--- config.mk ---
export PLATFORM = sky130hd
export DESIGN_NAME = escaped_frame_receiver_core
export DESIGN_NICKNAME = d
export VERILOG_FILES = /design/src/hw/rtl/efr_pkg.sv /design/src/hw/rtl/efr_front.sv /design/src/hw/rtl/efr_queue.sv /design/src/hw/rtl/efr_back.sv /design/src/hw/rtl/escaped_frame_receiver_core.sv
export VERILOG_INCLUDE_DIRS = /design/src /design/src/hw/rtl
export SDC_FILE = /design/constraint.sdc
export NUM_CORES = 1
export LEC_CHECK = 0
export ABC_AREA = 1
export BUFFER_PORTS_ARGS = -buffer_cell sky130_fd_sc_hd__buf_4
export CAP_MARGIN = 20
export CORE_AREA = 5 5 87 170
export CTS_BUF_LIST = sky130_fd_sc_hd__clkbuf_4 sky130_fd_sc_hd__clkbuf_8
export DETAILED_ROUTE_END_ITERATION = 10
export DIE_AREA = 0 0 92 175
export PLACE_DENSITY = 0.8
export SYNTH_ARGS = -nofsm -noshare
export SYNTH_HDL_FRONTEND = slang
export SYNTH_SLANG_ARGS = --single-unit
--- constraint.sdc ---
create_clock -name clk_i -period 3.5 [get_ports clk_i]
set_clock_uncertainty 0.15 [all_clocks]
set_input_delay 0.7 -clock clk_i [delete_from_list [all_inputs] [get_ports clk_i]]
set_output_delay 0.7 -clock clk_i [all_outputs]
set_load 0.05 [all_outputs]
--- src/hw/rtl/assert_macros.svh ---
// ----------------------------------------------------------------------------
// assert_macros
// Assertion helpers shared by the receiver RTL.
// ----------------------------------------------------------------------------
`ifndef ASSERT_MACROS_SVH
`define ASSERT_MACROS_SVH

// Property must hold on every clock edge outside reset.
`define EFR_ASSERT(label, clk, rst_n, prop, msg) \
  label: assert property (@(posedge clk) disable iff (!rst_n) prop) else $error(msg);

// Condition must never be true on a clock edge outside reset.
`define EFR_ASSERT_NEVER(label, clk, rst_n, cond, msg) \
  label: assert property (@(posedge clk) disable iff (!rst_n) !(cond)) else $error(msg);

`endif

--- src/hw/rtl/efr_pkg.sv ---
// ----------------------------------------------------------------------------
// efr_pkg
// Types and constants shared by the escaped frame receiver modules.
// ----------------------------------------------------------------------------
package efr_pkg;

  localparam int unsigned BufferDepth = 1024;
  localparam int unsigned WpW         = $clog2(BufferDepth);
  localparam int unsigned PosW        = 10;
  localparam int unsigned LenW        = 16;
  localparam int unsigned ByteW       = 8;
  localparam int unsigned CfgIdxW     = 1;
  localparam int unsigned QueueDepth  = 2;
  localparam int unsigned QPtrW       = $clog2(QueueDepth);
  localparam int unsigned QCntW       = $clog2(QueueDepth + 1);

  localparam logic [ByteW-1:0] EscXor       = 8'h20;
  localparam logic [ByteW-1:0] SumGood      = 8'hFF;
  localparam logic [ByteW-1:0] DelimReset   = 8'd126;
  localparam logic [ByteW-1:0] EscapeReset  = 8'd125;

  typedef enum logic [CfgIdxW-1:0] {
    CFG_DELIMITER = 1'b0,
    CFG_ESCAPE    = 1'b1
  } cfg_reg_e;

  typedef enum logic {
    TOK_DELIM = 1'b0,
    TOK_BYTE  = 1'b1
  } tok_kind_e;

  typedef struct packed {
    tok_kind_e        kind;
    logic [ByteW-1:0] data;
  } efr_tok_t;

  typedef enum logic {
    RES_DATA   = 1'b0,
    RES_RECORD = 1'b1
  } res_kind_e;

  typedef enum logic [2:0] {
    PH_WAIT   = 3'd0,
    PH_LEN_HI = 3'd1,
    PH_LEN_LO = 3'd2,
    PH_TYPE   = 3'd3,
    PH_DATA   = 3'd4,
    PH_CHECK  = 3'd5
  } phase_e;

  // Queue status seen by the front and back
  typedef struct packed {
    logic full;
    logic empty;
  } efr_qstat_t;

endpackage

--- src/hw/rtl/efr_front.sv ---
// ----------------------------------------------------------------------------
// efr_front
// Holds the delimiter and escape registers, strips byte escaping and turns
// each non-escape byte into a delimiter or data token for the queue.
// ----------------------------------------------------------------------------
module efr_front (
  input  logic                         clk_i,
  input  logic                         rst_ni,
  input  logic                         cfg_we_i,
  input  logic [efr_pkg::CfgIdxW-1:0]  cfg_index_i,
  input  logic [efr_pkg::ByteW-1:0]    cfg_wdata_i,
  input  logic                         in_valid_i,
  output logic                         in_stall_o,
  input  logic [efr_pkg::ByteW-1:0]    rx_byte_i,
  input  efr_pkg::efr_qstat_t          qstat_i,
  output logic                         push_o,
  output efr_pkg::efr_tok_t            tok_o
);

  logic [efr_pkg::ByteW-1:0] delim_q, delim_d;
  logic [efr_pkg::ByteW-1:0] esc_byte_q, esc_byte_d;
  logic                      esc_pend_q, esc_pend_d;
  logic                      accept;

  assign in_stall_o = qstat_i.full;
  assign accept     = in_valid_i && !qstat_i.full;

  always_comb begin
    delim_d    = delim_q;
    esc_byte_d = esc_byte_q;
    if (cfg_we_i) begin
      unique case (efr_pkg::cfg_reg_e'(cfg_index_i))
        efr_pkg::CFG_DELIMITER: delim_d    = cfg_wdata_i;
        efr_pkg::CFG_ESCAPE:    esc_byte_d = cfg_wdata_i;
        default:                delim_d    = delim_q;
      endcase
    end
  end

  // Delimiter wins over escape; an escape byte only arms the pending flag
  always_comb begin
    esc_pend_d = esc_pend_q;
    push_o     = 1'b0;
    tok_o.kind = efr_pkg::TOK_BYTE;
    tok_o.data = rx_byte_i;
    if (accept) begin
      priority if (rx_byte_i == delim_q) begin
        esc_pend_d = 1'b0;
        push_o     = 1'b1;
        tok_o.kind = efr_pkg::TOK_DELIM;
      end else if (rx_byte_i == esc_byte_q) begin
        esc_pend_d = 1'b1;
      end else begin
        esc_pend_d = 1'b0;
        push_o     = 1'b1;
        if (esc_pend_q) begin
          tok_o.data = rx_byte_i ^ efr_pkg::EscXor;
        end
      end
    end
  end

  always_ff @(posedge clk_i or negedge rst_ni) begin
    if (!rst_ni) begin
      delim_q    <= efr_pkg::DelimReset;
      esc_byte_q <= efr_pkg::EscapeReset;
      esc_pend_q <= 1'b0;
    end else begin
      delim_q    <= delim_d;
      esc_byte_q <= esc_byte_d;
      esc_pend_q <= esc_pend_d;
    end
  end

endmodule

--- src/hw/rtl/efr_queue.sv ---
// ----------------------------------------------------------------------------
// efr_queue
// Short token queue between the front and back halves of the receiver.
// ----------------------------------------------------------------------------
`include "assert_macros.svh"

module efr_queue (
  input  logic                clk_i,
  input  logic                rst_ni,
  input  logic                push_i,
  input  efr_pkg::efr_tok_t   tok_i,
  input  logic                pop_i,
  output efr_pkg::efr_tok_t   head_o,
  output efr_pkg::efr_qstat_t qstat_o
);

  efr_pkg::efr_tok_t                entry_q [efr_pkg::QueueDepth];
  logic [efr_pkg::QPtrW-1:0]        wr_ptr_q, wr_ptr_d;
  logic [efr_pkg::QPtrW-1:0]        rd_ptr_q, rd_ptr_d;
  logic [efr_pkg::QCntW-1:0]        cnt_q, cnt_d;

  localparam logic [efr_pkg::QPtrW-1:0] PtrLast = efr_pkg::QPtrW'(efr_pkg::QueueDepth - 1);
  localparam logic [efr_pkg::QCntW-1:0] CntFull = efr_pkg::QCntW'(efr_pkg::QueueDepth);

  assign qstat_o.full  = (cnt_q == CntFull);
  assign qstat_o.empty = (cnt_q == '0);
  assign head_o        = entry_q[rd_ptr_q];

  always_comb begin
    wr_ptr_d = wr_ptr_q;
    rd_ptr_d = rd_ptr_q;
    cnt_d    = cnt_q;
    if (push_i) begin
      wr_ptr_d = (wr_ptr_q == PtrLast) ? '0 : wr_ptr_q + 1'b1;
    end
    if (pop_i) begin
      rd_ptr_d = (rd_ptr_q == PtrLast) ? '0 : rd_ptr_q + 1'b1;
    end
    if (push_i && !pop_i) begin
      cnt_d = cnt_q + 1'b1;
    end else if (pop_i && !push_i) begin
      cnt_d = cnt_q - 1'b1;
    end
  end

  always_ff @(posedge clk_i or negedge rst_ni) begin
    if (!rst_ni) begin
      wr_ptr_q <= '0;
      rd_ptr_q <= '0;
      cnt_q    <= '0;
    end else begin
      wr_ptr_q <= wr_ptr_d;
      rd_ptr_q <= rd_ptr_d;
      cnt_q    <= cnt_d;
    end
  end

  always_ff @(posedge clk_i) begin
    if (push_i) begin
      entry_q[wr_ptr_q] <= tok_i;
    end
  end

  `EFR_ASSERT_NEVER(a_no_overflow, clk_i, rst_ni, push_i && qstat_o.full, "queue overflow")
  `EFR_ASSERT_NEVER(a_no_underflow, clk_i, rst_ni, pop_i && qstat_o.empty, "queue underflow")
  `EFR_ASSERT(a_cnt_range, clk_i, rst_ni, cnt_q <= CntFull, "queue count out of range")

endmodule

--- src/hw/rtl/efr_back.sv ---
// ----------------------------------------------------------------------------
// efr_back
// Frame parser: walks length, type, data and checksum, emits data bytes with
// their buffer position and a record for each frame with a good checksum.
// ----------------------------------------------------------------------------
`include "assert_macros.svh"

module efr_back (
  input  logic                        clk_i,
  input  logic                        rst_ni,
  input  efr_pkg::efr_tok_t           head_i,
  input  efr_pkg::efr_qstat_t         qstat_i,
  output logic                        pop_o,
  output logic                        out_valid_o,
  input  logic                        out_stall_i,
  output logic                        result_kind_o,
  output logic [efr_pkg::ByteW-1:0]   data_byte_o,
  output logic [efr_pkg::PosW-1:0]    byte_position_o,
  output logic [efr_pkg::ByteW-1:0]   frame_kind_o,
  output logic [efr_pkg::PosW-1:0]    frame_start_o,
  output logic [efr_pkg::LenW-1:0]    payload_length_o
);

  efr_pkg::phase_e                 phase_q, phase_d;
  logic [efr_pkg::LenW-1:0]        decl_q, decl_d;
  logic [efr_pkg::LenW-1:0]        cnt_q, cnt_d;
  logic [efr_pkg::LenW-1:0]        cnt_inc;
  logic [efr_pkg::ByteW-1:0]       sum_q, sum_d;
  logic [efr_pkg::ByteW-1:0]       sum_new;
  logic [efr_pkg::ByteW-1:0]       type_q, type_d;
  logic [efr_pkg::WpW-1:0]         start_q, start_d;
  logic [efr_pkg::WpW-1:0]         wp_q, wp_d;

  logic                            res_valid;
  efr_pkg::res_kind_e              res_kind;
  logic [efr_pkg::ByteW-1:0]       res_data;
  logic [efr_pkg::PosW-1:0]        res_pos;
  logic [efr_pkg::ByteW-1:0]       res_type;
  logic [efr_pkg::PosW-1:0]        res_start;
  logic [efr_pkg::LenW-1:0]        res_len;

  logic                            out_valid_q;
  logic                            out_kind_q;
  logic [efr_pkg::ByteW-1:0]       out_data_q;
  logic [efr_pkg::PosW-1:0]        out_pos_q;
  logic [efr_pkg::ByteW-1:0]       out_type_q;
  logic [efr_pkg::PosW-1:0]        out_start_q;
  logic [efr_pkg::LenW-1:0]        out_len_q;

  localparam logic [efr_pkg::WpW-1:0] WpLast = efr_pkg::WpW'(efr_pkg::BufferDepth - 1);

  // Every token yields at most one result, so a free output slot is enough
  assign pop_o   = !qstat_i.empty && (!out_valid_q || !out_stall_i);
  assign cnt_inc = cnt_q + 1'b1;
  assign sum_new = sum_q + head_i.data;

  // Next phase
  always_comb begin
    phase_d = phase_q;
    if (pop_o) begin
      if (head_i.kind == efr_pkg::TOK_DELIM) begin
        phase_d = efr_pkg::PH_LEN_HI;
      end else begin
        unique case (phase_q)
          efr_pkg::PH_WAIT:   phase_d = efr_pkg::PH_WAIT;
          efr_pkg::PH_LEN_HI: phase_d = efr_pkg::PH_LEN_LO;
          efr_pkg::PH_LEN_LO: phase_d = efr_pkg::PH_TYPE;
          efr_pkg::PH_TYPE:   phase_d = (decl_q <= efr_pkg::LenW'(1)) ?
                                        efr_pkg::PH_CHECK : efr_pkg::PH_DATA;
          efr_pkg::PH_DATA:   phase_d = (cnt_inc == decl_q) ?
                                        efr_pkg::PH_CHECK : efr_pkg::PH_DATA;
          efr_pkg::PH_CHECK:  phase_d = efr_pkg::PH_WAIT;
          default:            phase_d = efr_pkg::PH_WAIT;
        endcase
      end
    end
  end

  // Frame fields and result
  always_comb begin
    decl_d    = decl_q;
    cnt_d     = cnt_q;
    sum_d     = sum_q;
    type_d    = type_q;
    start_d   = start_q;
    wp_d      = wp_q;
    res_valid = 1'b0;
    res_kind  = efr_pkg::RES_DATA;
    res_data  = '0;
    res_pos   = '0;
    res_type  = '0;
    res_start = '0;
    res_len   = '0;
    if (pop_o) begin
      if (head_i.kind == efr_pkg::TOK_DELIM) begin
        decl_d = '0;
        cnt_d  = '0;
        sum_d  = '0;
      end else begin
        unique case (phase_q)
          efr_pkg::PH_LEN_HI: decl_d = {head_i.data, decl_q[efr_pkg::ByteW-1:0]};
          efr_pkg::PH_LEN_LO: decl_d = {decl_q[efr_pkg::LenW-1:efr_pkg::ByteW], head_i.data};
          efr_pkg::PH_TYPE: begin
            type_d  = head_i.data;
            sum_d   = sum_new;
            cnt_d   = efr_pkg::LenW'(1);
            start_d = wp_q;
          end
          efr_pkg::PH_DATA: begin
            res_valid = 1'b1;
            res_kind  = efr_pkg::RES_DATA;
            res_data  = head_i.data;
            res_pos   = efr_pkg::PosW'(wp_q);
            wp_d      = (wp_q == WpLast) ? '0 : wp_q + 1'b1;
            sum_d     = sum_new;
            cnt_d     = cnt_inc;
          end
          efr_pkg::PH_CHECK: begin
            sum_d = sum_new;
            if (sum_new == efr_pkg::SumGood) begin
              res_valid = 1'b1;
              res_kind  = efr_pkg::RES_RECORD;
              res_type  = type_q;
              res_start = efr_pkg::PosW'(start_q);
              res_len   = cnt_q - 1'b1;
            end
          end
          default: begin
            // ignore bytes outside a frame
            decl_d = decl_q;
          end
        endcase
      end
    end
  end

  always_ff @(posedge clk_i or negedge rst_ni) begin
    if (!rst_ni) begin
      phase_q     <= efr_pkg::PH_WAIT;
      decl_q      <= '0;
      cnt_q       <= '0;
      sum_q       <= '0;
      type_q      <= '0;
      start_q     <= '0;
      wp_q        <= '0;
      out_valid_q <= 1'b0;
    end else begin
      phase_q <= phase_d;
      decl_q  <= decl_d;
      cnt_q   <= cnt_d;
      sum_q   <= sum_d;
      type_q  <= type_d;
      start_q <= start_d;
      wp_q    <= wp_d;
      if (pop_o) begin
        out_valid_q <= res_valid;
      end else if (!out_stall_i) begin
        out_valid_q <= 1'b0;
      end
    end
  end

  // Load the output slot only when a token is consumed
  always_ff @(posedge clk_i) begin
    if (pop_o) begin
      out_kind_q  <= res_kind;
      out_data_q  <= res_data;
      out_pos_q   <= res_pos;
      out_type_q  <= res_type;
      out_start_q <= res_start;
      out_len_q   <= res_len;
    end
  end

  assign out_valid_o      = out_valid_q;
  assign result_kind_o    = out_kind_q;
  assign data_byte_o      = out_data_q;
  assign byte_position_o  = out_pos_q;
  assign frame_kind_o     = out_type_q;
  assign frame_start_o    = out_start_q;
  assign payload_length_o = out_len_q;

  `EFR_ASSERT(a_data_cnt_below_len, clk_i, rst_ni,
              (phase_q == efr_pkg::PH_DATA) |-> (cnt_q < decl_q),
              "data phase with count not below declared length")
  `EFR_ASSERT(a_record_from_check, clk_i, rst_ni,
              (res_valid && res_kind == efr_pkg::RES_RECORD) |-> (phase_q == efr_pkg::PH_CHECK),
              "frame record outside checksum phase")
  `EFR_ASSERT(a_data_yields_output, clk_i, rst_ni,
              (pop_o && head_i.kind == efr_pkg::TOK_BYTE && phase_q == efr_pkg::PH_DATA)
              |=> out_valid_q,
              "data byte produced no output")

endmodule

--- src/hw/rtl/escaped_frame_receiver_core.sv ---
// Path: a data byte or frame record is queued at the edge its byte is transferred
// in, then offered from the output register once the parser takes its token.
// Throughput: one byte per cycle, sustained while the output is not stalled.
// The 2-entry token queue sets how far the input may run ahead of a stall.
// Reset: asynchronous, active low; delimiter 126, escape 125, parser waiting.
// ----------------------------------------------------------------------------
// escaped_frame_receiver_core
// Receives escaped serial bytes and emits buffer data bytes and frame records.
// ----------------------------------------------------------------------------
module escaped_frame_receiver_core (
  input  logic                        clk_i,
  input  logic                        rst_ni,
  input  logic                        cfg_we_i,
  input  logic [efr_pkg::CfgIdxW-1:0] cfg_index_i,
  input  logic [efr_pkg::ByteW-1:0]   cfg_wdata_i,
  input  logic                        in_valid_i,
  output logic                        in_stall_o,
  input  logic [efr_pkg::ByteW-1:0]   rx_byte_i,
  output logic                        out_valid_o,
  input  logic                        out_stall_i,
  output logic                        result_kind_o,
  output logic [efr_pkg::ByteW-1:0]   data_byte_o,
  output logic [efr_pkg::PosW-1:0]    byte_position_o,
  output logic [efr_pkg::ByteW-1:0]   frame_kind_o,
  output logic [efr_pkg::PosW-1:0]    frame_start_o,
  output logic [efr_pkg::LenW-1:0]    payload_length_o
);

  efr_pkg::efr_qstat_t qstat;
  efr_pkg::efr_tok_t   push_tok;
  efr_pkg::efr_tok_t   head_tok;
  logic                push;
  logic                pop;

  efr_front u_front (
    .clk_i       (clk_i),
    .rst_ni      (rst_ni),
    .cfg_we_i    (cfg_we_i),
    .cfg_index_i (cfg_index_i),
    .cfg_wdata_i (cfg_wdata_i),
    .in_valid_i  (in_valid_i),
    .in_stall_o  (in_stall_o),
    .rx_byte_i   (rx_byte_i),
    .qstat_i     (qstat),
    .push_o      (push),
    .tok_o       (push_tok)
  );

  efr_queue u_queue (
    .clk_i   (clk_i),
    .rst_ni  (rst_ni),
    .push_i  (push),
    .tok_i   (push_tok),
    .pop_i   (pop),
    .head_o  (head_tok),
    .qstat_o (qstat)
  );

  efr_back u_back (
    .clk_i            (clk_i),
    .rst_ni           (rst_ni),
    .head_i           (head_tok),
    .qstat_i          (qstat),
    .pop_o            (pop),
    .out_valid_o      (out_valid_o),
    .out_stall_i      (out_stall_i),
    .result_kind_o    (result_kind_o),
    .data_byte_o      (data_byte_o),
    .byte_position_o  (byte_position_o),
    .frame_kind_o     (frame_kind_o),
    .frame_start_o    (frame_start_o),
    .payload_length_o (payload_length_o)
  );

endmodule
==> reports/results.md, run 1 <==
• Max Transition Viols Final: 0
• CTS tree: done
• number of CTS-inserted buffers: 17
• core region area: 13360 um2
• peak supply drop: 0.4267 mV
• diodes inserted: 0
• sequential element share of the synthesized area: 0.5655
• maximum number of pins on one net before global-route repair: 58
• cell area after synthesis: 7913 um2
• worst min-delay path class: input port to async pin
• vias in the first global route: 5981
• Max clock buf depth: 2
• hold-fix buffers at CTS: 0
• count of unique library cells instantiated by Yosys: 37
• clock period minus worst slack: 3321 ps
• global-route wire length before repair: 27790 um
• CTS sink cnt: 164
• Least-Margin Pin Slew: 715.8 ps
• estimated wirelength of the detail-placed design: 12460 um
• YS warnings: 0
• final wirelength: 16740 um
• crit start category: register
• number of antenna-violating nets in the routed design: 0
• P&R area growth vs syn: 15.07%
• most frequent cells in the layout: 170 x sky130_fd_sc_hd__nand2_1, 118 x sky130_fd_sc_hd__inv_1, 90 x sky130_fd_sc_hd__buf_4
• H-tree lvl count: 4
• Clock Pin Slew Worst Setup and Hold Paths: 100 ps
• mean area per synthesized cell: 9.244 um2
• DRC violations left: 0
• setup TNS after final layout: 0 ps
• register cell area after layout: 4474 um2
• share of final-layout standard cells stronger than drive strength 1: 0.1729
• Overall Global Routing Usage: 0.2212
• Fill cells: 1047
• Root Buffer Master: sky130_fd_sc_hd__clkbuf_8
• Worst-Skew Late Latency: 470 ps
• initial antenna violation count: 0
• final setup violation count: 0
• gate count after technology mapping: 856
• type of element capturing the critical path: register
• count of input and output buffers: 76
• total power: 8.406 mW
• initial cell density of the core: 0.5921
• Worst Hold Margin: 90.36 ps
• row count: 60
• fin crit share: 0.9488
• DR WL/cell: 15.01 um
• headroom to the max-slew limit: 0.5210
• number of buffers inserted to repair setup after CTS: 0
• final hold vios: 0
• number of instances resized during post-cts repair: 0
• critical path data arrival time: 3460 ps
• number of DRC violations after detailed-routing iteration 0: 388
• highest clock rate: 0.3011 GHz
• Max-Cap Viols: 0
• multi-input gate area in the final layout: 2870 um2
• RD Place Congestion: 0.9467
• most common library cell in the layout ignoring fill and taps: sky130_fd_sc_hd__nand2_1
• WP data required: 3640 ps
• maximum fanout along the worst path: 36
• RSZ-0062 raised after global routing: true
• iteration count of the initial detailed-routing pass: 5
• vertical die dimension: 175 um
• die boundary width: 92 um
• mean number of vias per cell: 5.428
• Setup Crit Path Kind: register to register
• Post-layout nets: 981
• Static Leak: 4.279 nW
• grt total ovfl: 0
• power density of the placed cells: 923.2 nW/um2
• result of the run: complete, no violations
• Seq cells post-synth: 164
• Net Count, Synth: 890
• die footprint: 16100 um2
• via count: 6052
• num ports: 77
cells in the mapped netlist:
cell type                  instances  share of area
sky130_fd_sc_hd__a21oi_1          14         0.0089
sky130_fd_sc_hd__edfxtp_1         71           0.27
sky130_fd_sc_hd__clkbuf_1         10         0.0047
sky130_fd_sc_hd__nor3b_1           2         0.0019
sky130_fd_sc_hd__o21ai_0          78          0.049
sky130_fd_sc_hd__o21a_2            1         0.0011
sky130_fd_sc_hd__xnor2_1          16          0.018
sky130_fd_sc_hd__nand3b_1          4         0.0038
sky130_fd_sc_hd__inv_2             3         0.0014
sky130_fd_sc_hd__nor2_2            6         0.0047
sky130_fd_sc_hd__nand3_1          71          0.045
sky130_fd_sc_hd__mux2i_4           1         0.0028
sky130_fd_sc_hd__fa_1              1         0.0025
sky130_fd_sc_hd__xor2_1           19          0.021
sky130_fd_sc_hd__ha_1             11          0.017
sky130_fd_sc_hd__nor2_1           87          0.041
sky130_fd_sc_hd__buf_2             4         0.0025
sky130_fd_sc_hd__nand3b_4          1         0.0025
sky130_fd_sc_hd__a21oi_2           3         0.0033
sky130_fd_sc_hd__dfrtp_1          81           0.26
sky130_fd_sc_hd__nor4_1            3         0.0024
sky130_fd_sc_hd__xnor3_1           1         0.0028
sky130_fd_sc_hd__dfstp_2          12          0.040
sky130_fd_sc_hd__nor2_4            2         0.0028
sky130_fd_sc_hd__o31ai_1           1        0.00095
sky130_fd_sc_hd__nand2_1         170          0.081
sky130_fd_sc_hd__nor3_2            4         0.0051
sky130_fd_sc_hd__nor3_1           10         0.0063
sky130_fd_sc_hd__or2_2             5         0.0040
sky130_fd_sc_hd__buf_4             1        0.00095
sky130_fd_sc_hd__inv_1           119          0.056
sky130_fd_sc_hd__o21ai_2           1         0.0011
sky130_fd_sc_hd__nand2_2           1        0.00079
sky130_fd_sc_hd__nand4_1          20          0.016
sky130_fd_sc_hd__xor2_2            2         0.0041
sky130_fd_sc_hd__buf_6             4         0.0057
sky130_fd_sc_hd__o22ai_1          16          0.013
critical path, stage by stage (launching register included):
cell and delay [ps]:
sky130_fd_sc_hd__dfrtp_1 560, sky130_fd_sc_hd__o21ai_0 180, sky130_fd_sc_hd__inv_1 130, sky130_fd_sc_hd__ha_1 180, sky130_fd_sc_hd__inv_1 60, sky130_fd_sc_hd__fa_1 370
sky130_fd_sc_hd__inv_1 120, sky130_fd_sc_hd__or2_2 120, sky130_fd_sc_hd__nand3_1 100, sky130_fd_sc_hd__nor3_1 220, sky130_fd_sc_hd__nand2_1 100, sky130_fd_sc_hd__nor2_2 130
sky130_fd_sc_hd__nand3b_4 360, sky130_fd_sc_hd__nor3b_1 350
routing by layer:
metal | GRT usage | vias up | part of all wire
met5 | 0 | - | 0
met4 | 0.1433 | 0 | 0.067
met2 | 0.4121 | 175 | 0.55
li1 | - | 2996 | -
met1 | 0.2164 | 2805 | 0.34
met3 | 0.04265 | 76 | 0.039
registers in the layout, summed over array words and instances (netlist names), 10 cells and up:
name	flops
u_queue.entry_q	18
u_back.cnt_q	16
u_back.decl_q	16
u_back.payload_length_o	16
u_back.byte_position_o	10
u_back.frame_start_o	10
u_back.start_q	10
u_back.wp_q	10
worst paths after layout:
path,startpoint,to,slack (ps),cells past startpoint
worst min register to register,u_back.start_q[1]$_DFFE_PN0P_,u_back.start_q[1]$_DFFE_PN0P_,350,2
worst max register to register,u_queue.rd_ptr_q$_DFFE_PN0P_,u_back.payload_length_o[12]$_SDFFCE_PN0P_,180,13
min in group clk_i,rx_byte_i[4],u_queue.entry_q[0][4]$_DFFE_PP_,290,1
max in group asynchronous,rst_ni,u_front.esc_byte_q[6]$_DFFE_PN1P_,2390,2
worst min-delay path,rst_ni,u_queue.wr_ptr_q$_DFFE_PN0P_,90,1
worst max-delay path,u_queue.rd_ptr_q$_DFFE_PN0P_,u_back.payload_length_o[12]$_SDFFCE_PN0P_,180,13
cell type report:
cell class              instances  area share
well taps                     155     0.02130
inverters                     122     0.05030
clock inverters                15     0.01965
clock buffers                  17     0.02570
flip-flops and latches        164      0.4914
repair buffers                 91     0.07641
multi-input cells             551      0.3152
where the power goes:
part,internal (mW),switching (mW),total [mW]
sequential,2.79,0.324,3.11
combinational,1.19,2.74,3.93
clock,0.545,0.818,1.36
total,4.53,3.88,8.41
metrics by stage:
step           cells  setup slack, ps  utilization  instance area, um2
6_report        1115            179.3       0.6814                9105
5_1_grt         1115           -107.6       0.6814                9105
4_1_cts         1115            177.3       0.6814                9105
3_5_place_dp    1083            241.0       0.6505                8692
3_3_place_gp    1083            366.8       0.6505                8692
2_1_floorplan    856            337.8            -                7913
kinds of logic (layout without fill, tap and decap cells):
| family | Yosys count | in the layout | share of synthesized area |
|---|---|---|---|
| and+or+nand+nor | 386 | 386 | 0.2170 |
| DFF | 164 | 164 | 0.5655 |
| buffers and inverters | 141 | 245 | 0.07179 |
| AOI/OAI and AO/OA | 114 | 114 | 0.07733 |
| xor gates and xnor gates | 38 | 38 | 0.04570 |
| adders and majority gates | 12 | 12 | 0.01992 |
| muxes | 1 | 1 | 0.002846 |
Note: power is estimated with default switching activity, not from simulation.
==> run 2: changes to the inputs <==
CORE_AREA = 5 5 106 207   (was 5 5 87 170)
CTS_CLUSTER_DIAMETER = 150   (was not set)
DIE_AREA = 0 0 111 212   (was 0 0 92 175)
PLACE_DENSITY = not set   (was 0.8)
==> run 2 against run 1 <==
Critical path type unchanged; power up 2.4%; first-iteration DRC count down 40%; highest routed layer unchanged; final cell count up 10%; utilization down 22 points; non-clock buffer count up 3; sequential power about the same; global-route usage down 5.9 points; via count down 1.1%; hold slack worse by 68 ps; largest power group unchanged; clock-buffer cell count up 4.
==> reports/results.md, run 2 (synthesized netlist as in run 1, its figures left out) <==
• result of the run: complete, no violations
• Max-Cap Viols: 0
• cell count of the worst reg-to-reg path: 13
• RD Place Congestion: 0.9102
• setup TNS after final layout: 0 ps
• DP Area: 8853 um2
• via count: 5988
• Root Buffer Master: sky130_fd_sc_hd__clkbuf_8
• most common library cell in the layout ignoring fill and taps: sky130_fd_sc_hd__nand2_1
• worst min-delay path class: input port to async pin
• global-route wire length before repair: 29930 um
• flop-to-flop setup slack: 190 ps
• headroom to the max-slew limit: 0.5167
• mean number of vias per cell: 4.868
• type of element capturing the critical path: register
• final design instance area without fill: 9285 um2
• Worst-Skew Late Latency: 480 ps
• number of buffers inserted to repair setup after CTS: 0
• capture point of the worst reg-to-reg path: u_back.payload_length_o[1]$_SDFFCE_PN0P_
• die boundary width: 111 um
• final wirelength: 18480 um
• Setup Crit Path Kind: register to register
• final hold vios: 0
• die footprint: 23530 um2
• grt total ovfl: 0
• vertical die dimension: 212 um
• estimated wirelength of the detail-placed design: 13740 um
• fin crit share: 0.9451
• crit start category: register
• most common cell type on the critical path: sky130_fd_sc_hd__nand2_1
• CTS sink cnt: 164
• share of final-layout standard cells stronger than drive strength 1: 0.1753
• highest clock rate: 0.3023 GHz
• Post-layout nets: 985
• Static Leak: 4.313 nW
• iteration count of the initial detailed-routing pass: 5
• clock period minus worst slack: 3308 ps
• crit-path cells: o21ai_0 > inv_1 > ha_1 > a21oi_1 > nand2_1 > nand2_1 > nand2_1 > nand2_1 > nand2_1 > xnor2_1 > nand3b_4 > buf_4 > nor2_1
• number of DRC violations after detailed-routing iteration 0: 234
• number of CTS-inserted buffers: 17
• count of input and output buffers: 76
• initial cell density of the core: 0.3902
• P&R area growth vs syn: 17.35%
• maximum fanout along the worst path: 14
• hold-fix buffers at CTS: 0
• Max stage delay on crit path: 470 ps
• initial antenna violation count: 0
• peak supply drop: 0.4875 mV
• Clock Pin Slew Worst Setup and Hold Paths: 80 ps
• Worst Setup Slack post-DPL: 245.8 ps
• diodes inserted: 0
• core region area: 20280 um2
• maximum number of pins on one net before global-route repair: 56
• Overall Global Routing Usage: 0.1619
• critical path data arrival time: 3400 ps
• vias in the first global route: 6047
• Least-Margin Pin Slew: 722.3 ps
• Max Transition Viols Final: 0
• largest register by flop count: u_queue.entry_q
• power density of the placed cells: 927.1 nW/um2
• worst-case setup margin in the final layout: 192.3 ps
• DR WL/cell: 15.03 um
• row count: 74
• number of instances resized during post-cts repair: 0
• Worst R2R Start: u_queue.rd_ptr_q$_DFFE_PN0P_
• most frequent cells in the layout: 170 x sky130_fd_sc_hd__nand2_1, 118 x sky130_fd_sc_hd__inv_1, 93 x sky130_fd_sc_hd__buf_4
• number of antenna-violating nets in the routed design: 0
• final setup violation count: 0
• Largest register FFs: 18
• DRC violations left: 0
• num ports: 77
• H-tree lvl count: 4
• CTS tree: done
• CP max-delay cell: sky130_fd_sc_hd__xnor2_1
• WP data required: 3590 ps
• Max clock buf depth: 2
• total power: 8.608 mW
[run 2: layout make-up]
class                   instances  area, um2
repair buffers                 94      718.2
clock inverters                11      150.1
fillers                      1964      10990
multi-input cells             552       2882
clock buffers                  21      270.3
inverters                     122      457.9
flip-flops and latches        164       4474
well taps                     266      332.8
[run 2: how the worst max path moves through the flow]
| stage | slack (ps) | to | from |
|---|---|---|---|
| after floorplan | 340 | u_back.sum_q[5]$_DFFE_PN0P_ | out_stall_i |
| after global placement | 310 | u_back.payload_length_o[1]$_SDFFCE_PN0P_ | u_queue.rd_ptr_q$_DFFE_PN0P_ |
| after detailed placement | 250 | u_back.frame_kind_o[1]$_SDFFCE_PN0P_ | u_queue.rd_ptr_q$_DFFE_PN0P_ |
| after CTS | 220 | u_back.payload_length_o[7]$_SDFFCE_PN0P_ | u_queue.rd_ptr_q$_DFFE_PN0P_ |
| after global routing | -3 | u_back.payload_length_o[7]$_SDFFCE_PN0P_ | u_queue.rd_ptr_q$_DFFE_PN0P_ |
| final | 190 | u_back.payload_length_o[1]$_SDFFCE_PN0P_ | u_queue.rd_ptr_q$_DFFE_PN0P_ |
[run 2: power by group]
part | switching, mW | internal [mW]
registers | 0.322 | 2.79
logic | 2.83 | 1.21
clock network | 0.707 | 0.753
total | 3.86 | 4.75
[run 2: routing by layer]
metal | routed length (um) | global-route usage
met1 | 6480 | 0.1532
met2 | 10500 | 0.3180
met3 | 735 | 0.03646
met4 | 769 | 0.08546
met5 | 0 | 0
[run 2: worst max-delay path, delay by kind of cell (launching register included)]
| kind | cells | cell delay, ps |
|---|---|---|
| xor+xnor | 1 | 470 |
| compound gates | 2 | 410 |
| fa+ha+maj | 1 | 390 |
| flops | 1 | 440 |
| buf+inv | 2 | 350 |
| simple gates | 7 | 840 |
[run 2: stage by stage]
step | util | std cells | hold slack [ps]
4_1_cts | 0.4574 | 1229 | 18.22
3_3_place_gp | 0.4366 | 1197 | 315.5
5_1_grt | 0.4579 | 1230 | 40.93
6_report | 0.4579 | 1230 | 22.30
3_5_place_dp | 0.4366 | 1197 | 323.3
2_1_floorplan | - | 856 | 254.4
